## src/skt_pkg.sv

```systemverilog
`default_nettype none

package skt_pkg;

   // table geometry
   localparam int DEPTH      = 64;
   localparam int VALUE_BITS = 16;
   localparam int KEY_BYTES  = 7;
   localparam int KEY_BITS   = 8 * KEY_BYTES;
   localparam int IDX_BITS   = $clog2(DEPTH);
   localparam int COUNT_BITS = $clog2(DEPTH + 1);
   localparam int CMD_BITS   = 2;
   localparam int STAT_BITS  = 3;

   typedef logic [KEY_BITS-1:0]   key_type;
   typedef logic [VALUE_BITS-1:0] value_type;
   typedef logic [COUNT_BITS-1:0] count_type;
   typedef logic [IDX_BITS-1:0]   index_type;

   // request commands
   typedef enum logic [CMD_BITS-1:0] {
      CMD_INSERT = 2'd0,
      CMD_LOOKUP = 2'd1,
      CMD_DUMP   = 2'd2
   } cmd_type;

   // response status codes
   typedef enum logic [STAT_BITS-1:0] {
      ST_OK       = 3'd0,
      ST_INVALID  = 3'd1,
      ST_FULL     = 3'd2,
      ST_NOTFOUND = 3'd3,
      ST_EMPTY    = 3'd4
   } status_type;

   // what every cell does in a cycle
   typedef enum logic [1:0] {
      OP_HOLD   = 2'd0,
      OP_INSERT = 2'd1,
      OP_ROTATE = 2'd2,
      OP_LOOKUP = 2'd3
   } cell_op_type;

   // controller states
   typedef enum logic [1:0] {
      S_IDLE = 2'd0,
      S_EXEC = 2'd1,
      S_LOOK = 2'd2,
      S_DUMP = 2'd3
   } state_type;

   // one stored entry
   typedef struct packed {
      key_type   key;
      value_type value;
   } entry_type;

   // broadcast from the controller to every cell
   typedef struct packed {
      cell_op_type op;
      entry_type   new_entry;
      count_type   count;
   } cell_ctrl_type;

   function automatic logic byte_alnum(input logic [7:0] c);
      return (c >= 8'h30 && c <= 8'h39) || (c >= 8'h41 && c <= 8'h5a) ||
             (c >= 8'h61 && c <= 8'h7a);
   endfunction

   function automatic logic key_valid(input key_type key);
      logic ok;
      ok = 1'b1;
      for (int i = 0; i < KEY_BYTES; i++) begin
         ok = ok & byte_alnum(key[8*i +: 8]);
      end
      return ok;
   endfunction

endpackage

`default_nettype wire

```

## src/skt_cell.sv

```systemverilog
`default_nettype none

module skt_cell (
   input  wire logic                   clock,
   input  wire skt_pkg::cell_ctrl_type ctrl,
   input  wire skt_pkg::index_type     cell_index,
   input  wire skt_pkg::entry_type     prev_entry,
   input  wire logic                   prev_lt,
   input  wire skt_pkg::entry_type     next_entry,
   input  wire skt_pkg::entry_type     head_entry,
   output skt_pkg::entry_type          entry,
   output logic                        lt,
   output logic                        hit
);

   skt_pkg::entry_type entry_ff, entry_in;
   logic               hit_ff, hit_in;
   logic               occupied, at_end, eq;

   // position of this cell against the fill level
   assign occupied = skt_pkg::COUNT_BITS'(cell_index) < ctrl.count;
   assign at_end   = skt_pkg::COUNT_BITS'(cell_index) == (ctrl.count - 1'b1);

   // key compares against the broadcast key
   assign lt = occupied && (entry_ff.key < ctrl.new_entry.key);
   assign eq = occupied && (entry_ff.key == ctrl.new_entry.key);

   // next entry: hold, take the new word, shift up, or rotate down
   always_comb begin
      entry_in = entry_ff;
      hit_in   = hit_ff;
      case (ctrl.op)
         skt_pkg::OP_INSERT: begin
            if (!lt) begin
               entry_in = prev_lt ? ctrl.new_entry : prev_entry;
            end
         end
         skt_pkg::OP_ROTATE: begin
            if (at_end) begin
               entry_in = head_entry;
            end else if (occupied) begin
               entry_in = next_entry;
            end
         end
         skt_pkg::OP_LOOKUP: begin
            // first equal entry: the one below it is smaller
            hit_in = eq && prev_lt;
         end
         default: begin
            entry_in = entry_ff;
         end
      endcase
   end

   always_ff @(posedge clock) begin
      entry_ff <= entry_in;
      hit_ff   <= hit_in;
   end

   assign entry = entry_ff;
   assign hit   = hit_ff;

endmodule

`default_nettype wire
```

## config.mk

```make
export PLATFORM = sky130hd
export DESIGN_NAME = skt_cell
export DESIGN_NICKNAME = d
export VERILOG_FILES = /design/src/skt_pkg.sv /design/src/skt_cell.sv
export SDC_FILE = /design/constraint.sdc
export NUM_CORES = 1
export LEC_CHECK = 0
export BUFFER_PORTS_ARGS = -buffer_cell sky130_fd_sc_hd__buf_2
export CORE_AREA = 3 3 146 148
export CTS_BUF_LIST = sky130_fd_sc_hd__clkbuf_4
export DETAILED_ROUTE_END_ITERATION = 10
export DIE_AREA = 0 0 149 151
export SETUP_SLACK_MARGIN = 0.05
export SYNTH_ARGS = -nofsm -noshare
export SYNTH_HDL_FRONTEND = slang
export SYNTH_SLANG_ARGS = --single-unit
```

## constraint.sdc

```tcl
create_clock -name clock -period 7.68 [get_ports clock]
set_input_delay 0.768 -clock clock [delete_from_list [all_inputs] [get_ports clock]]
set_output_delay 0.768 -clock clock [all_outputs]
set_load 0.02 [all_outputs]
```

* After elaboration in Yosys (flattened, before gate mapping)
Cells that the tools add are included.
Word-level totals: bits in registers 73, output and inout bits 74, word-level logic and storage cells 23, bits of input ports 305
Cells by class: order comparisons 2, reduce and logical (&&, ||, !) cells 5, multiplexer cells 5, add/subtract/negate cells 1, equality and inequality tests 7
Operator list (number):
- 72-bit two-way mux | 4
- 72-bit case mux with 2 select lines | 1
- 56-bit == test | 1
- 56-bit less-than comparator | 1
- 6-bit by 7-bit == test with 1-bit output | 1
- 6-bit by 7-bit less-than comparator with 1-bit output | 1
- 7-bit by 1-bit subtractor with 7-bit output, second input constant | 1
- 2-bit == test, second input constant | 2
- 1-bit logical AND | 3
- 3-bit inequality test, second input constant | 1
- 3-bit AND reduction | 1
- 2-bit by 1-bit == test with 1-bit output, second input constant | 1
- 2-bit inequality test, second input constant | 1
- 2-bit nonzero test | 1

* Depth between registers and ports, before layout
depth after elaboration 4, depth in mapped cells 10, depth with buffers taken out 8

* Worst setup path before layout
No wires, ideal clock.
path type input-to-reg, start point input port ctrl[77] (netlist name), end point register entry_ff (netlist bit entry[0]), enable pin, required time 7.135 ns, arrival 6.424 ns, buffers on the path 0, slack 0.711 ns, stages on the path 8, cell sequence inv_1 ha_1 nand4_2 or4_4 or4_1 o32ai_1 nor2_1 a31oi_1
Between the ends: word-level cells in the longest chain between the ends 4
Ends and longest elaborated chain:
- start, declared | line skt_cell.sv:5 | input wire skt_pkg::cell_ctrl_type ctrl,
- 56-bit less-than comparator | line skt_cell.sv:25 | assign lt = occupied && (entry_ff.key < ctrl.new_entry.key);
- 1-bit logical AND | line skt_cell.sv:25
- 2-bit inequality test (no line)
- 3-bit AND reduction (no line)
- end signal, assigned | line skt_cell.sv:56 | entry_ff <= entry_in;
- end, declared | line skt_cell.sv:16 | skt_pkg::entry_type entry_ff, entry_in;
Every way passes these cells. A chain may end at the register's enable or synchronous reset.

* Final worst setup path
start point input port ctrl[74] (netlist name), end point register entry_ff (netlist bit entry[49]), enable pin
Same word-level chain as after synthesis.

==> impl_metrics.ini <==
[placement]
place_congestion = 0.851
pre_cts_ws_ns = 2.78
place_hpwl_um = 16700
portBuffers = 378

[critical_path]
reg2reg_from = entry[67]
r2r_end = entry[49]
r2r_setup_slack_ns = 3.34
cp-start-kind = input pin
path_class = in2reg
crit_start = ctrl[74]
worst-path-max-fanout = 40
crit_required_ns = 7.76
critPathArrivalTime_ns = 4.43
reg2reg_depth = 8
endpoint_kind = flop

[logic_synthesis]
async_flop_share_pct = 0
syn_area_mm2 = 0.00628
synthesis.nets = 1017
synth_top_family_by_area = multiplexers
yosys.area_share.simple_pct = 10.1
yosysWarnings = 0
synthTopCellsByCount = nand2_1 (88), o21ai_0 (81), edfxtp_1 (73), mux2_2 (72), mux2i_1 (72)
synth_edf_count = 73
synthDistinctLibCells = 44
syn_area_per_cell_um2 = 9.68
synthMuxAreaShare_pct = 24.4
synth_cells = 649
yosys.area.top_type_share_pct = 34.9
ys_ff_latch = 73
synth-seq-area-share_pct = 34.9
synth_ff_type = edfxtp_1
synth_area_leaders = edfxtp_1 (35%), mux2_2 (13%), ha_1 (13%)
synth_top_area_cell = edfxtp_1
synth.most_common_cell = nand2_1
synth_xor_area_share_pct = 1.25
synth-compound-area-share_pct = 10.5
synth_fa_ha_area_share_pct = 12.5

[sta]
slew_headroom_pct = 20.1
finalClockSkew_ns = 0.0262
tightest_slew_ns = 1.20
fin_crit_ns = 4.36
setup_viol = 0
rsz0062_at_grt = false
whs_ns = 0.673
setup_tns_ns = 0
report.final.slew_viol_count = 0
fin_crit_sh_pct = 56.7
hold_violations = 0
fmax_ghz = 0.229
timing.final.ws_setup_ns = 3.32

[floorplanning]
start_util_pct = 31.1
design.core.area_mm2 = 0.0202
num_io_pins = 379
die_area_mm2 = 0.0225
die_x_um = 149
die_h_um = 151
rows = 52

[power_and_ir_drop]
vdd_drop_max_mv = 0.0835
cellPowerDensity_mw_per_mm2 = 145
p_total_w = 0.00124
p_leak_nw = 4.10

[global_route]
grt.total_usage_pct = 17.1
overflow = 0
antenna_found_initial = 1
grt_pass1_wl_um = 30200
grt_pass1_vias = 5754
grt_max_degree = 87

[clock_tree]
cts_buffer_depth = 2
clock-sinks = 73
cts_tree = built
insertion_delay_ns = 0.45
htreeDepth = 3
cts_made_buffers = 9
cts_root_buf = clkbuf_4
post_cts_buffers = 0
cts_resized = 0
ctsHoldBuffers = 0
cts.clk_slew.worst_paths_ns = 0.14

[layout]
multi_input_area_mm2 = 0.00372
ff_latch_area_mm2 = 0.00219
nNetsFinal = 1377
drive_gt1_share_pct = 47.0
fillers = 2059
area_delta_synth_final_pct = 36.4

[min_path]
hp-class = in2reg
hold_depth = 3
hold_end = entry[28]
min-delay-start = next_entry[28]

[drt]
via_per_inst = 4.65
postRouteAntennaNets = 0
dr.pass1.iters = 4
drt-initial-drc-count = 152
drc_errors = 0
vias = 5971
routed_wl_um = 20400
wire_per_inst_um = 15.9

[outcome]
outcome = finished, final reports clean

[run]
cap_violations = 0
[metrics by stage]
stage / instances / utilization (%) / area [µm²]
2_1_floorplan: 649 / - / 6280
3_3_place_gp: 1268 / 41.7 / 8410
3_5_place_dp: 1268 / 41.7 / 8410
4_1_cts: 1283 / 42.5 / 8560
5_1_grt: 1284 / 42.5 / 8570
6_report: 1284 / 42.5 / 8570
[cell families after synthesis]
group,count (synthesis)
fa+ha+maj,63
xor+xnor,9
buf+inv,99
mux,144
simple gates,140
compound gates,121
flops,73
[metal layers]
layer	GRT usage (%)	share of wire [%]
met3	3.80	7.7
met5	0	0
met1	20.8	41
met4	5.58	1.8
met2	30.0	49
[power by group]
| part | leakage [nW] | switching (W) | total, W | internal (W) |
|---|---|---|---|---|
| combinational | 3.31 | 0.000250 | 0.000440 | 0.000190 |
| clock | 0.0836 | 0.000144 | 0.000274 | 0.000129 |
| sequential | 0.708 | 0.0000224 | 0.000525 | 0.000503 |
[flip-flops by register name, indices dropped and copies added (netlist names)]
register,count
hit,1
entry,72
[how the worst max path moves through the flow]
| stage | to |
|---|---|
| floorplan | entry[0] |
| global route | entry[49] |
| detailed placement | entry[50] |
| CTS | entry[49] |
| finish | entry[49] |
| global placement | entry[50] |
[cells in the final DEF (no fill, tap or decap), types with 2 or more instances in the layout]
cell type / n
nor4_1: 3
nor2b_1: 2
xor2_1: 2
a221oi_1: 3
mux2i_1: 72
nand4_1: 10
nand3_1: 10
nor2_1: 9
xnor2_1: 7
nand2_1: 88
inv_1: 67
mux2_2: 72
ha_1: 63
buf_2: 377
clkbuf_4: 9
or2_2: 2
clkinv_2: 2
edfxtp_1: 73
o21ai_0: 81
buf_4: 4
or4_1: 2
a21oi_1: 24
bufinv_16: 2
nor3_1: 5
[critical path, stage by stage]
cell,delay (ns)
buf_2,0.09
inv_1,0.04
ha_1,0.31
nand4_1,0.23
or4_4,0.62
or4_1,0.48
o32ai_1,0.16
nor2_1,0.12
a31oi_4,0.96
buf_4,0.61
[area by class of cell]
cell class,instances,area share [%]
Antenna cell,1,0.0292
Clock buffer,9,0.789
Clock inverter,6,0.964
Inverter,67,2.94
Multi-Input combinational cell,477,43.4
Sequential cell,73,25.6
Tap cell,270,3.94
Timing Repair Buffer,381,22.4
Note: power is estimated with default switching activity, not from simulation.
